File: src/hw/rtl/fpa_pkg.sv
// shared types and constants of the q24.8 fixed-point alu
package fpa_pkg;

  localparam int unsigned WordBits  = 32;
  localparam int unsigned FractBits = 8;
  // dividend width of the rounding divide: 2 * (|a| << fract) + |b|
  localparam int unsigned DivBits   = WordBits + FractBits + 1;

  // operation codes
  typedef enum logic [3:0] {
    KIND_ADD     = 4'd0,
    KIND_SUB     = 4'd1,
    KIND_MUL     = 4'd2,
    KIND_DIV     = 4'd3,
    KIND_MIN     = 4'd4,
    KIND_MAX     = 4'd5,
    KIND_INC     = 4'd6,
    KIND_DEC     = 4'd7,
    KIND_CMP     = 4'd8,
    KIND_FROM_INT = 4'd9,
    KIND_TO_INT  = 4'd10
  } kind_e;

  localparam logic [3:0] KindLast = 4'd10;

  // compare outcome codes
  localparam logic [1:0] OrderLt = 2'd0;
  localparam logic [1:0] OrderEq = 2'd1;
  localparam logic [1:0] OrderGt = 2'd2;

  // status codes
  localparam logic [1:0] StatOk   = 2'd0;
  localparam logic [1:0] StatSat  = 2'd1;
  localparam logic [1:0] StatDiv0 = 2'd2;

  // classified request between front and back
  typedef struct packed {
    kind_e                      kind;
    logic                       unused;
    logic signed [WordBits-1:0] a;
    logic signed [WordBits-1:0] b;
    logic [WordBits-1:0]        a_mag;
    logic [WordBits-1:0]        b_mag;
    logic                       a_neg;
    logic                       b_neg;
    logic                       b_zero;
    logic                       lt;
    logic                       eq;
  } fpa_req_t;

endpackage

File: src/hw/rtl/fpa_queue.sv
// two-entry request queue between front and back
module fpa_queue (
  input  logic              clk_i,
  input  logic              rst_ni,
  input  logic              push_i,
  input  fpa_pkg::fpa_req_t wdata_i,
  output logic              full_o,
  input  logic              pop_i,
  output fpa_pkg::fpa_req_t rdata_o,
  output logic              empty_o
);
  import fpa_pkg::*;

  fpa_req_t   mem_q [2];
  logic       wptr_q, rptr_q;
  logic [1:0] cnt_q;

  assign full_o  = (cnt_q == 2'd2);
  assign empty_o = (cnt_q == 2'd0);
  assign rdata_o = mem_q[rptr_q];

  // pointers and fill count
  always_ff @(posedge clk_i or negedge rst_ni) begin
    if (!rst_ni) begin
      wptr_q <= 1'b0;
      rptr_q <= 1'b0;
      cnt_q  <= 2'd0;
    end else begin
      if (push_i) wptr_q <= ~wptr_q;
      if (pop_i)  rptr_q <= ~rptr_q;
      if (push_i && !pop_i)      cnt_q <= cnt_q + 2'd1;
      else if (pop_i && !push_i) cnt_q <= cnt_q - 2'd1;
    end
  end

  // storage
  always_ff @(posedge clk_i) begin
    if (push_i) mem_q[wptr_q] <= wdata_i;
  end

endmodule

File: config.mk
export PLATFORM = sky130hd
export DESIGN_NAME = fpa_queue
export DESIGN_NICKNAME = d
export VERILOG_FILES = /design/src/hw/rtl/fpa_pkg.sv /design/src/hw/rtl/fpa_queue.sv
export SDC_FILE = /design/constraint.sdc
export NUM_CORES = 1
export LEC_CHECK = 0
export BUFFER_PORTS_ARGS = -buffer_cell sky130_fd_sc_hd__clkbuf_2
export CORE_MARGIN = 2
export CORE_UTILIZATION = 56
export CTS_CLUSTER_SIZE = 24
export DETAILED_ROUTE_END_ITERATION = 10
export GPL_TIMING_DRIVEN = 0
export MAX_ROUTING_LAYER = met4
export PLACE_DENSITY_LB_ADDON = 0.3
export SLEW_MARGIN = 40
export SYNTH_ARGS = -nofsm -noshare
export SYNTH_HDL_FRONTEND = slang
export SYNTH_SLANG_ARGS = --single-unit
File: constraint.sdc
create_clock -name clk_i -period 19.4 [get_ports clk_i]
set_clock_uncertainty 0.1 [all_clocks]
set_input_delay 1.94 -clock clk_i [delete_from_list [all_inputs] [get_ports clk_i]]
set_output_delay 1.94 -clock clk_i [all_outputs]
set_load 0.01 [all_outputs]
# == Word level (Yosys, flattened, before mapping) ==
# Memory sizes are Yosys's and may differ from the RTL's.
# Cells that the tools add are included.
# op_classes
n_addsub,2
eq_ne,1
n_mux,4
n_bitwise,2
n_reduce_logical,6
# ops
op,n
2-to-1 mux 2 bit,2
"adder 2 x 1 -> 2 bit, second input constant",1
"== test 2 bit, second input constant",1
logical AND 1 bit,2
zero test 1 bit,2
zero test 2 bit,1
2-to-1 mux 1 bit,2
NOT 1 bit,2
nonzero test 2 bit,1
"subtractor 2 x 1 -> 2 bit, second input constant",1
# word_totals
register_bits,4
ram_bits,276
inputBits,142
out_inout_bits,140
elab_cells,19
memories,1
# mem_list
name,depth,word_bits,read_ports,rd_clocked_by_memory_dff,wr,line,source
mem_q,2,138,1,0,1,fpa_queue.sv:14,fpa_req_t mem_q [2];

# == Logic depth before layout (Yosys ltp) ==
# depth
depth_word,4
ltp_mapped,5
ltp_nobuf,5

# == Worst setup path after synthesis ==
# Ideal clock, no wire load.
# synth_timing
path_type,input -> register
startpoint,in push_i
endpoint,mem mem_q[0][0] (netlist bit) (enable)
setup_time_ns,0.654
arrival_ns,7.915
t_required_ns,18.646
path_slack_ns,10.731
cell_stages,1
n_path_buf,0
path_cell_list,nor2b_1
# synth_between
elab_chain_cells,2
# synth_lines
element,line,source
"start, declared",fpa_queue.sv:5,"input logic push_i,"
2-to-1 mux 1 bit,fpa_queue.sv:38,if (push_i) mem_q[wptr_q] <= wdata_i;
2-to-1 mux 1 bit (not written as such),fpa_queue.sv:38,
"end, declared",fpa_queue.sv:14,
# Every way passes these cells.

==> results.toml <==
[drt]
viasPerCell = 5.187
drc = 0
first_pass_iters = 4
via_count = 5260
antenna_left = 0
drt-initial-drc-count = 187
wl_per_cell_microns = 18.70
drt-total-wl_microns = 18960

[clocking]
cts_tree = "yes"
cts_root_buffer = "clkbuf_16"
clk_latency_ps = 520
clk_pin_slew_worst_paths_ps = 60
cts_made_buffers = 27
cts_htree_levels = 1
holdBufCountCts = 0
ctsResizeCount = 0
cts_sinks = 280
cts_buffer_depth = 3
cts_setup_buffers = 0

[synth]
syn_inst = 445
synthSimpleGateAreaFrac_pct = 0.2582
synthTopCellsByArea = "edfxtp_1, mux2_2, buf_6"
synth_xor_area_share_pct = 0.4303
syn-cell-area_sq_mm = 0.01018
ys_seq_area_share_pct = 82.42
synth-seq-cells = 280
synth_fa_ha_area_share_pct = 0.1229
synthMuxAreaShare_pct = 15.27
syn-num-nets = 588
avgSynthCellArea_sq_um = 22.87
synth_compound_area_share_pct = 0
synth_top_family_by_area = "multiplexers"
synthDistinctLibCells = 13
yosys.area.top_type = "edfxtp_1"
yosysTopAreaCellShare_pct = 81.44
yosys_warnings = 0

[global_route]
track_usage_pct = 20.22
grt_max_degree = 41
antenna_found_initial = 0
grt_pass1_wl_microns = 29400
grt_pass1_vias = 5747
globalRouteOverflowTotal = 0

[critical_path]
r2r_end = "mem_q[0][90]$_DFFE_PP_"
cp_slowest_cell = "dfrtp_1"
path_class = "flop to primary output"
end_kind = "primary output"
cpLargestDelayFamily = "buffers and inverters"
start_kind = "flop"
path_buf_inv = 3
crit_path_max_incr_delay_ps = 390
reg2reg_slack_ps = 17500
r2r_start = "wptr_q$_DFFE_PN0P_"
path_cells = "buf_4 > buf_6 > mux2_2 > clkbuf_2"
worstPathMaxFanout = 10
cp.required_ps = 17360
r2r_cells = 4
cp_data_arrival_time_ps = 1900

[sta]
worst_pin_slew_ps = 432.8
slew_violations = 0
rsz0062_at_grt = "false"
layout_min_cycle_time_ps = 3936
final_hold_viol_count = 0
period_share_pct = 20.29
timing.fmax_mhz = 254.1
maxSlewHeadroom_pct = 71.08
setup_viol = 0
setup_tns_ps = 0

[power_and_ir_drop]
power_density_mw_per_mm2 = 144.7
switching_share_pct = 28.10
p_clk_share_pct = 25.1
power_frac_seq_pct = 44.4
comb_power_share_pct = 30.5
leakagePower_nw = 4.965
p_switching_mw = 0.5239
peakVddDrop_mv = 0.1025
p_int_mw = 1.341

[final_layout]
design_area_sq_mm = 0.01289
final_common_cell = "clkbuf_2"
layout.nets = 909
final_cell_mix = "clkbuf_2, edfxtp_1, mux2_2"
finish.utilization_pct = 71.99
drive_above_1_share_pct = 61.27
n_antenna_cell = 0
fillers = 1112
area_growth_pct = 26.64

[outcome]
status = "completed"

[job]
maxCapViolations = 0

[placement]
dp_hpwl_microns = 13720
portBuffers = 281
postPlaceCellArea_sq_mm = 0.01210
gp_congestion = 0.7462

[hold_path]
min_path_type = "flop to flop"
hold_path_end = "cnt_q[1]$_DFFE_PN0P_"
hold_start = "cnt_q[1]$_DFFE_PN0P_"
hold_depth = 1

[die]
die_x_microns = 138.8
start_util_pct = 56.85
core_sq_mm = 0.01790
placementRows = 49
dieArea_sq_mm = 0.01927
die_y_microns = 138.8
ioPinCount = 282
logic make-up after synthesis:
| family | after synthesis |
|---|---|
| DFF | 280 |
| buffers and inverters | 16 |
| adders and majority gates | 1 |
| and+or+nand+nor | 5 |
| xor gates and xnor gates | 5 |
| muxes | 138 |
power by group through the flow:
| stage | clock network (mW) | registers [mW] | logic (mW) |
|---|---|---|---|
| 5_1_grt | 0.503 | 0.838 | 0.611 |
| 3_5_place_dp | 0 | 0.842 | 0.576 |
| 3_3_place_gp | 0 | 0.870 | 0.533 |
| 2_1_floorplan | 0 | 0.855 | 0.346 |
| 6_report | 0.468 | 0.828 | 0.569 |
| 4_1_cts | 0.480 | 0.830 | 0.580 |
worst reg2reg max path: stages, from the launching register on:
cell	delay, ps
dfrtp_1	430
nor2b_4	400
buf_8	260
buf_8	230
buf_8	190
metrics by stage:
step / total power, mW / std cells / setup WS, ps / hold WS, ps
after floorplan: 1.201 / 445 / 10730 / 355.5
after global placement: 1.403 / 955 / 7801 / 369.9
after detailed placement: 1.418 / 966 / 15800 / 378.4
after CTS: 1.890 / 1014 / 15410 / 388.7
after global routing: 1.952 / 1014 / 15380 / 422.7
final: 1.865 / 1014 / 15460 / 389.5
layout make-up:
cell class	instances	area [sq um]	area share, %
multi-input combinational	149	1647	12.78
clock buffer	35	705.7	5.475
timing repair buffer	292	1624	12.60
clock inverter	13	85.08	0.6601
buffer	15	148.9	1.155
tap	229	286.5	2.223
inverter	1	3.754	0.02912
sequential	280	8388	65.08
synth_stat cells:
cell,n
and2_1,1
buf_2,2
buf_4,2
buf_6,11
dfrtp_1,4
edfxtp_1,276
ha_1,1
inv_1,1
mux2_2,138
nor2_1,2
nor2b_1,2
xnor2_1,1
xor2_1,4
metal layers:
layer	GRT usage, %	vias to the layer above	part of all wire, %
met1	21.92	2575	35
met3	5.905	54	8.4
met4	8.134	0	3.6
li1	-	2429	-
met2	35.08	202	53
met5	-	-	0
sequential cells by signal, summed over array words and instances, names as in the netlist:
| register | flops |
|---|---|
| wptr_q | 1 |
| cnt_q | 2 |
| mem_q | 276 |
| rptr_q | 1 |
how the worst max path moves through the flow:
| stage | to | start | slack, ps | cells past startpoint |
|---|---|---|---|---|
| 2_1_floorplan | mem_q[0][0]$_DFFE_PP_ | push_i | 10730 | 1 |
| 3_3_place_gp | mem_q[0][90]$_DFFE_PP_ | push_i | 7800 | 2 |
| 3_5_place_dp | mem_q[0][90]$_DFFE_PP_ | push_i | 15800 | 5 |
| 4_1_cts | rdata_o[70] | rptr_q$_DFFE_PN0P_ | 15410 | 4 |
| 5_1_grt | rdata_o[66] | rptr_q$_DFFE_PN0P_ | 15380 | 4 |
| 6_report | rdata_o[66] | rptr_q$_DFFE_PN0P_ | 15460 | 4 |
Power figures use the tool's default switching activity.
