**src/hw/rtl/fpa_pkg.sv**
```systemverilog
// shared types and constants of the q24.8 fixed-point alu
package fpa_pkg;

  localparam int unsigned WordBits  = 32;
  localparam int unsigned FractBits = 8;
  // dividend width of the rounding divide: 2 * (|a| << fract) + |b|
  localparam int unsigned DivBits   = WordBits + FractBits + 1;

  // operation codes
  typedef enum logic [3:0] {
    KIND_ADD     = 4'd0,
    KIND_SUB     = 4'd1,
    KIND_MUL     = 4'd2,
    KIND_DIV     = 4'd3,
    KIND_MIN     = 4'd4,
    KIND_MAX     = 4'd5,
    KIND_INC     = 4'd6,
    KIND_DEC     = 4'd7,
    KIND_CMP     = 4'd8,
    KIND_FROM_INT = 4'd9,
    KIND_TO_INT  = 4'd10
  } kind_e;

  localparam logic [3:0] KindLast = 4'd10;

  // compare outcome codes
  localparam logic [1:0] OrderLt = 2'd0;
  localparam logic [1:0] OrderEq = 2'd1;
  localparam logic [1:0] OrderGt = 2'd2;

  // status codes
  localparam logic [1:0] StatOk   = 2'd0;
  localparam logic [1:0] StatSat  = 2'd1;
  localparam logic [1:0] StatDiv0 = 2'd2;

  // classified request between front and back
  typedef struct packed {
    kind_e                      kind;
    logic                       unused;
    logic signed [WordBits-1:0] a;
    logic signed [WordBits-1:0] b;
    logic [WordBits-1:0]        a_mag;
    logic [WordBits-1:0]        b_mag;
    logic                       a_neg;
    logic                       b_neg;
    logic                       b_zero;
    logic                       lt;
    logic                       eq;
  } fpa_req_t;

endpackage

```
**src/hw/rtl/fpa_front.sv**
```systemverilog
// front end: decodes and classifies each request before queuing
module fpa_front (
  input  logic                                 in_valid_i,
  output logic                                 in_ready_o,
  input  logic [3:0]                           kind_i,
  input  logic signed [fpa_pkg::WordBits-1:0]  operand_a_i,
  input  logic signed [fpa_pkg::WordBits-1:0]  operand_b_i,
  input  logic                                 full_i,
  output logic                                 push_o,
  output fpa_pkg::fpa_req_t                    req_o
);
  import fpa_pkg::*;

  // accept whenever the queue has room
  assign in_ready_o = ~full_i;
  assign push_o     = in_valid_i & ~full_i;

  // classification: op decode, signs, magnitudes, comparisons
  always_comb begin
    req_o.unused = (kind_i > KindLast);
    req_o.kind   = req_o.unused ? KIND_ADD : kind_e'(kind_i);
    req_o.a      = operand_a_i;
    req_o.b      = operand_b_i;
    req_o.a_neg  = operand_a_i[WordBits-1];
    req_o.b_neg  = operand_b_i[WordBits-1];
    req_o.a_mag  = req_o.a_neg ? (WordBits'(0) - WordBits'(operand_a_i))
                               : WordBits'(operand_a_i);
    req_o.b_mag  = req_o.b_neg ? (WordBits'(0) - WordBits'(operand_b_i))
                               : WordBits'(operand_b_i);
    req_o.b_zero = (operand_b_i == '0);
    req_o.lt     = (operand_a_i < operand_b_i);
    req_o.eq     = (operand_a_i == operand_b_i);
  end

endmodule

```
**config.mk**
```make
export PLATFORM = sky130hd
export DESIGN_NAME = fpa_front
export DESIGN_NICKNAME = d
export VERILOG_FILES = /design/src/hw/rtl/fpa_pkg.sv /design/src/hw/rtl/fpa_front.sv
export SDC_FILE = /design/constraint.sdc
export NUM_CORES = 1
export LEC_CHECK = 0
export ABC_CLOCK_PERIOD_IN_PS = 4360
export BUFFER_PORTS_ARGS = -buffer_cell sky130_fd_sc_hd__buf_2
export CAP_MARGIN = 10
export CORE_AREA = 2 2 80 82
export DETAILED_ROUTE_END_ITERATION = 10
export DIE_AREA = 0 0 82 84
export MAX_ROUTING_LAYER = met4
export PLACE_DENSITY = 0.86
export SLEW_MARGIN = 20
export SYNTH_ARGS = -nofsm -noshare
export SYNTH_HDL_FRONTEND = slang
export SYNTH_SLANG_ARGS = --single-unit
```
**constraint.sdc**
```tcl
create_clock -name vclk -period 4.36
set_clock_uncertainty 0.2 [all_clocks]
set_input_delay 0.436 -clock vclk [all_inputs]
set_output_delay 0.436 -clock vclk [all_outputs]
set_load 0.01 [all_outputs]
```
After elaboration in Yosys (flattened, before gate mapping)

Cells that the tools add are included.

Output and inout bits: 140
Latch bits: 0
Memories kept: 0
Bits in writable memories: 0
Memory bits (read-only): 0
Flip-flop bits (word level): 0

Reductions and logical operators: 1
Add/sub/neg operators: 2
Divide/modulo/power cells: 0
Order comparisons: 2
Multiply operators: 0
Shift-type cells: 0
Equal/unequal tests: 1
Muxes and demuxes: 3
Bitwise logic cells: 2

Operators with widths:

| cell                                               | count |
|---|---|
| 2-to-1 mux 32 bit                                  | 2 |
| subtractor 1 x 32 -> 32 bit (first input constant) | 2 |
| equality test 32 bit                               | 1 |
| logical NOT 32 bit                                 | 1 |
| less-than comparator 32 bit                        | 1 |
| > comparator 4 bit (second input constant)         | 1 |
| 2-to-1 mux 4 bit                                   | 1 |
| bitwise AND 1 bit                                  | 1 |
| inverter 1 bit                                     | 1 |

Depth between registers and ports, before layout

Gate-level depths: netlist of the first run.

Depth in word-level cells: 2
Mapped depth: 7
Depth with buffers taken out: 7

Worst setup path before layout of the first run

Ideal clock, no wire load.

Path kind: input -> output
From: input operand_b_i[15] (netlist bit)
To: output req_o[1] (netlist bit)
Stages: 7
Arrival time: 2.018 ns
Required time: 3.724 ns
Slack: 1.706 ns
Cells stage by stage: inv_1 ha_1 nand4_1 or4_1 a21o_1 a31oi_1 mux2i_1

RTL lines:

| what            | line            | RTL |
|---|---|---|
| start, declared | fpa_front.sv:7  | `input logic signed [fpa_pkg::WordBits-1:0] operand_b_i,` |
| end, declared   | fpa_front.sv:10 | `output fpa_pkg::fpa_req_t req_o` |

==> impl_results.md, run 1 <==
* Status: finished, final reports clean
* Starting Density at 43.58%
* Worst-path cell with the longest stage delay: buf_2
* Nets at 614
* Fin crit share at 72.57%
* RSZ-0062 raised after global routing: false
* Synth warnings at 0
* Syn Area/Cell at 7.141 um^2
* Die height at 84 um
* Critical Path Source Type: input pin
* Overall Power at 379.4 uW
* Wire per inst at 13.93 um
* Highest clock rate at 0.3160 GHz
* Kind of critical path: input pin to primary output
* Multi-input gate area at 1969 um^2
* Gate Count Post-Synth at 372
* Std-Cell Rows at 29
* CLK BUF at 0
* Largest net degree at the start of global routing at 36
* Via density at 5.219
* Syn Nets at 476
* CORE AREA at 6096 um^2
* Post_cts resized at 0
* Hold_buf cts at 0
* Register area at 0 um^2
* Max layer used: met4
* Met1 wire length at 3.565 mm
* VDD IR-drop max at 74.63 uV
* WP data required at 3.72 ns
* Fill cell count at 609
* Via count at 3053
* Routed met3 length at 428 um
* Total Routing Usage GR at 23.21%
* Post-CTS Setup Inserts at 0
* Final sequential cell count at 0
* Relative slew slack at 64.79%
* Final min period at 3.164 ns
* Area Growth Syn to Fin at 23.13%
* Routability cong. at 0.8489
* Slew @ Worst Pin at 0.5233 ns
* Worst path buffer plus inverter count at 3
* Netlist cell types at 39
* Drt initial violations at 116
* Pins Over Slew Limit at 0
* Area share of the largest cell type after synthesis at 19.22%
* Layout cells sized above 1 at 43.31%
* Antenna viol nets, final at 0
* Data arrival, critical path at 2.53 ns
* Final hold vios at 0
* Top cell by count, worst path: buf_2
* Port Buffers at 210
* Hpwl dp at 7.092 mm
* IO Count at 210
* First-pass GRT wire length at 12.94 mm
* Met2 wire len at 4.056 mm
* Die width at 82 um
* Vias in the first global route at 2822
* Crit-path leading delay family: buffers and inverters
* Die ar. at 6888 um^2
* Worst-path cell chain: buf_2 -> inv_1 -> ha_1 -> nand4_1 -> nor3_1 -> a21oi_1 -> a31oi_1 -> mux2i_1 -> buf_2
* Final setup viols at 0
* N_diodes at 0
* Total wire length at 8.151 mm
* Sequential fraction of the synthesis area at 0%
* Syn Std Cell Area at 2656 um^2
* Pwr/cell area at 116.0 nW/um^2
* CP Capture Type: primary output
* Worst hold path type: input pin to primary output
* Post-synth top area cell: buf_4
* DRC violation count after routing at 0
* Area contributors post-synth: buf_4 (19%), xnor2_1 (19%), ha_1 (16%)
* Fin Setup TNS at 0 ns
* Antenna violations before repair at 0
* Leak pwr at 1.710 nW
* First drt pass iteration count at 5
* Worst-path maximum fanout at 34
* Max Cap Viol at 0
* Largest stage delay on the critical path at 0.40 ns
* GRT overflow at 0
-- placed cells by master (no fill, tap or decap), types with 4 or more instances in the layout --
cell      count
o21ai_0      26
nor4_1        7
nand3_1       6
nor2_1        7
a21o_1        5
or4_1         7
or3_1         7
nand2b_1      5
buf_2       210
inv_1        41
nand4_1       6
ha_1         34
xnor2_1      58
nand2_1      21
nor3_1        4
o41ai_1       7
a21oi_1      12
o31ai_1      20
-- through the flow --
step	hold slack [ns]	cells	setup WS, ns	area, um^2	utilization, %
floorplan	0.7155	372	1.706	2656	-
global placement	0.8975	585	1.249	3271	53.65
detailed placement	0.9023	585	1.202	3271	53.65
CTS	0.9025	585	1.195	3271	53.65
global route	0.9146	585	0.9490	3271	53.65
finish	0.9016	585	1.196	3271	53.65
-- cell usage after synthesis, types with 2 or more instances --
master	number
buf_4	68
xnor2_1	58
inv_1	41
ha_1	34
o21ai_0	26
nand2_1	21
o31ai_1	20
a21oi_1	12
nor2_1	7
nor4_1	7
o41ai_1	7
or3_1	7
or4_1	7
nand3_1	6
nand4_1	6
a21o_1	5
clkbuf_1	5
nand2b_1	5
nor3_1	4
and2_1	3
nor2b_1	3
or2_2	2
or4_4	2
-- metal layers --
| metal | vias to the layer above | global-route usage (%) |
|---|---|---|
| met5 | - | - |
| met4 | 0 | 2.576 |
| met3 | 10 | 0.4329 |
| met2 | 129 | 40.50 |
| met1 | 1406 | 30.52 |
| li1 | 1508 | - |
-- where the power goes --
part | total (mW) | leakage [nW] | switching (mW) | internal [mW]
clock | 0 | 0 | 0 | 0
combinational | 0.379 | 1.71 | 0.215 | 0.164
sequential | 0 | 0 | 0 | 0
-- area by class of cell --
type                       count  share of cell area (%)
tap                           77                   2.946
inverter                      41                   4.705
multi-input combinational    257                   60.21
timing repair buffer         210                   32.13
-- cell families after synthesis --
group	share of synthesized area (%)
AOI/OAI and AO/OA	19.03
buffers and inverters	25.86
xor gates and xnor gates	19.12
muxes	0.3768
and+or+nand+nor	19.60
adders and majority gates	16.02
-- worst paths after layout --
kind	cells after the start	to	slack (ns)	start
setup / recovery	9	req_o[1]	1.20	operand_b_i[31]
hold / removal	2	req_o[94]	0.90	operand_b_i[25]
Power figures use the tool's default switching activity.
==> run 2: changes to the inputs <==
- ABC_CLOCK_PERIOD_IN_PS: 4360 -> 3100
- CORE_AREA: 2 2 80 82 -> default
- CORE_UTILIZATION: default -> 42
- DIE_AREA: 0 0 82 84 -> default
- PLACE_DENSITY: 0.86 -> 0.82
- clock period: 4.36 -> 3.1 ns (I/O delays scaled with it)
==> run 2 against run 1 <==
Against the previous run: combinational power rose by 42%; routed wire length increased by 2.2%; first-iteration DRC count fell by 20%; critical endpoint is now req_o[25]; highest routed layer unchanged; die area is 3.5% lower; global-route usage up 0.47 points; worst hold slack got worse by 0.26 ns.
==> impl_results.md, run 2 (synthesis results as in run 1) <==
* Highest clock rate at 0.3588 GHz
* Final setup viols at 0
* Data arrival, critical path at 2.28 ns
* Port Buffers at 210
* Antenna violations before repair at 0
* Wire per inst at 14.19 um
* Leading cell types in the layout, fill and taps excluded: buf_2 (210), xnor2_1 (58), inv_1 (41)
* Pins Over Slew Limit at 0
* Via density at 5.302
* Fill cell count at 591
* Largest stage delay on the critical path at 0.49 ns
* Min-delay src: operand_a_i[0]
* N_diodes at 0
* Die ar. at 6646 um^2
* Total Routing Usage GR at 23.68%
* Post_cts resized at 0
* Total wire length at 8.331 mm
* Final min period at 2.787 ns
* First drt pass iteration count at 4
* Hpwl dp at 7.233 mm
* Max Cap Viol at 0
* Critical Path Source Type: input pin
* Std-Cell Rows at 28
* Top cell by count, worst path: buf_2
* VDD IR-drop max at 113.5 uV
* Via count at 3112
* Post-CTS Setup Inserts at 0
* Hold_buf cts at 0
* Vias in the first global route at 2721
* First-pass GRT wire length at 12.32 mm
* Antenna viol nets, final at 0
* WP data required at 2.59 ns
* Final hold vios at 0
* Worst Setup SP: operand_b_i[1]
* Status: finished, final reports clean
* Kind of critical path: input pin to primary output
* Leak pwr at 1.730 nW
* GRT overflow at 0
* Most common cell after layout, fill and taps aside: buf_2
* Fin crit share at 89.90%
* Starting Density at 44.08%
* CLK BUF at 0
* Register area at 0 um^2
* Area Growth Syn to Fin at 24.16%
* IO Count at 210
* Die width at 81.53 um
* CP Capture Type: primary output
* Pwr/cell area at 163.4 nW/um^2
* RSZ-0062 raised after global routing: false
* Worst-path cell chain: buf_2 -> inv_1 -> ha_1 -> or3b_2 -> nor2_1 -> nand3_1 -> o31ai_1 -> xnor2_1 -> buf_2
* Fin Setup TNS at 0 ns
* Nets at 618
* Layout cells sized above 1 at 43.75%
* Fin util at 54.73%
* Worst-path cell with the longest stage delay: or3b_2
* Relative slew slack at 65.97%
* Multi-input gate area at 1969 um^2
* Drt initial violations at 93
* Routability cong. at 0.8145
* Setup slack at placement at 0.3121 ns
* Worst-path maximum fanout at 6
* CORE AREA at 6026 um^2
* Final sequential cell count at 0
* Final WS setup at 0.3131 ns
* DRC violation count after routing at 0
* Die height at 81.53 um
* Slew @ Worst Pin at 0.5058 ns
* Worst hold path type: input pin to primary output
* Largest net degree at the start of global routing at 34
run 2: cell types whose count changed in the layout (fill, tap and decap cells not counted):
cell   before  now
buf_4       0    4
run 2: path summary, 6_finish.rpt:
check / end / slack (ns) / depth (start not counted)
worst min-delay path: req_o[37] / 0.65 / 2
worst max-delay path: req_o[25] / 0.31 / 9
run 2: where the power goes:
part	internal (mW)	total, mW	switching [mW]
registers	0	0	0
logic	0.234	0.539	0.306
clock network	0	0	0
run 2: worst max-delay path, delay by kind of cell:
family / cells / cell delay (ns)
AOI/OAI and AO/OA: 1 / 0.34
xor gates and xnor gates: 1 / 0.20
adders and majority gates: 1 / 0.17
buffers and inverters: 3 / 0.40
and+or+nand+nor: 3 / 0.88
run 2: area by class of cell:
| type | count | share of cell area (%) |
|---|---|---|
| Multi-Input combinational cell | 257 | 59.71 |
| Inverter | 41 | 4.666 |
| Tap cell | 75 | 2.845 |
| Timing Repair Buffer | 214 | 32.78 |
run 2: metrics by stage:
| step | cells | total power [mW] | instance area [um^2] | hold slack, ns |
|---|---|---|---|---|
| 3_3_place_gp | 587 | 0.5235 | 3298 | 0.6430 |
| 2_1_floorplan | 372 | 0.3377 | 2656 | 0.4635 |
| 6_report | 587 | 0.5391 | 3298 | 0.6461 |
| 4_1_cts | 587 | 0.5411 | 3298 | 0.6465 |
| 3_5_place_dp | 587 | 0.5390 | 3298 | 0.6466 |
| 5_1_grt | 587 | 0.5946 | 3298 | 0.6561 |
run 2: routing by layer:
metal / track usage [%] / up-vias / share of wire (%)
li1: - / 1521 / -
met1: 29.80 / 1441 / 44
met2: 42.08 / 144 / 50
met3: 1.000 / 6 / 5.3
met4: 3.929 / 0 / 0.66
met5: - / - / 0
==> run 3: changes to the inputs <==
- CELL_PAD_IN_SITES_DETAIL_PLACEMENT: default -> 2
- CELL_PAD_IN_SITES_GLOBAL_PLACEMENT: default -> 2
- CORE_ASPECT_RATIO: default -> 1.25
- CORE_UTILIZATION: 42 -> 20
==> run 3 against run 2 <==
Against the previous run: non-clock buffer count did not move; first-iteration DRC count fell by 40%; power rose by 4.0%; utilization fell by 28 points; combinational power rose by 4.1%; sequential cell count did not move; setup slack got worse by 0.095 ns; critical path type unchanged; largest power group unchanged; cell area rose by 3.6%; maximum frequency fell by 3.3%.
==> impl_results.md, run 3 (synthesis results as in run 1) <==
* Total wire length at 11.46 mm
* First drt pass iteration count at 4
* Leak pwr at 1.730 nW
* Leading cell types in the layout, fill and taps excluded: buf_2 (210), xnor2_1 (58), inv_1 (41)
* Register area at 0 um^2
* Die width at 105.1 um
* Die ar. at 13750 um^2
* Critical Path Source Type: input pin
* Final setup viols at 0
* Crit-path leading delay family: simple AND/OR/NAND/NOR gates
* Fill cell count at 1603
* Multi-input gate area at 1969 um^2
* First-pass GRT wire length at 17.53 mm
* Hold_buf cts at 0
* Worst path buffer plus inverter count at 2
* Worst Setup SP: operand_b_i[10]
* Highest clock rate at 0.3470 GHz
* Pins Over Slew Limit at 0
* Total Routing Usage GR at 16.34%
* Kind of critical path: input pin to primary output
* Port Buffers at 210
* Nets at 618
* Worst-path cell with the longest stage delay: or4_1
* Pwr/cell area at 164.1 nW/um^2
* CORE AREA at 12830 um^2
* Overall Power at 560.6 uW
* RSZ-0062 raised after global routing: false
* Post-CTS Setup Inserts at 0
* DRC violation count after routing at 0
* Top cell by count, worst path: buf_2
* WP data required at 2.59 ns
* CP Capture Type: primary output
* IO Count at 210
* Fin crit share at 92.95%
* Antenna violations before repair at 1
* Wire per inst at 16.83 um
* Slew @ Worst Pin at 0.5380 ns
* Vias in the first global route at 3378
* VDD IR-drop max at 36.66 uV
* Fin Setup TNS at 0 ns
* Layout cells sized above 1 at 43.75%
* Via density at 4.568
* Drt initial violations at 56
* Status: finished, final reports clean
* Worst hold path type: input pin to primary output
* Routability cong. at 0.7799
* GRT overflow at 0
* Starting Density at 20.70%
* Area Growth Syn to Fin at 28.64%
* Worst-path cell chain: buf_2 -> or4_1 -> nor3_2 -> nand3_1 -> o41ai_1 -> xnor2_1 -> buf_2
* Data arrival, critical path at 2.37 ns
* Worst-path maximum fanout at 6
* Final min period at 2.881 ns
* Post_cts resized at 0
* Relative slew slack at 63.80%
* Min-delay src: operand_a_i[0]
* Largest net degree at the start of global routing at 35
* Max Cap Viol at 0
* Hpwl dp at 10.29 mm
* Antenna viol nets, final at 0
* Die height at 130.9 um
* Final hold vios at 0
* Largest stage delay on the critical path at 0.59 ns
* Final sequential cell count at 0
* Most common cell after layout, fill and taps aside: buf_2
* Via count at 3111
* Std-Cell Rows at 46
* CLK BUF at 0
run 3: cell count changes in the layout (fill, tap and decap cells not counted), sizes merged:
cell and change:
diode +1
run 3: stage by stage:
| stage | instances | setup slack [ns] | util, % | hold slack, ns | area (um^2) |
|---|---|---|---|---|---|
| after global placement | 680 | 0.3170 | 26.60 | 0.6463 | 3415 |
| after detailed placement | 680 | 0.2114 | 26.60 | 0.6619 | 3415 |
| final | 681 | 0.2185 | 26.62 | 0.6553 | 3417 |
| after global routing | 681 | 0.06241 | 26.62 | 0.6620 | 3417 |
| after floorplan | 372 | 0.6982 | - | 0.4635 | 2656 |
| after CTS | 680 | 0.1957 | 26.60 | 0.6618 | 3415 |
run 3: worst paths after layout:
path	end	slack, ns	cells past startpoint
setup / recovery	req_o[26]	0.22	7
hold / removal	req_o[37]	0.66	2
run 3: layer usage:
layer / part of all wire, % / up-vias / GRT usage, %
met2: 55 / 92 / 32.92
met4: 1.2 / 0 / 1.657
met5: 0 / - / -
li1: - / 1518 / -
met3: 2.7 / 8 / 0.4960
met1: 41 / 1493 / 18.44
run 3: cell type report:
class | count | area share (%)
Multi-Input combinational cell | 257 | 57.63
Inverter | 41 | 4.504
Tap cell | 168 | 6.152
Antenna cell | 1 | 0.07323
Timing Repair Buffer | 214 | 31.64
run 3: power breakdown:
group	switching (mW)	leakage [nW]	internal, mW
Combinational	0.327	1.73	0.234
Sequential	0	0	0
Clock	0	0.00000634	0.0000000431
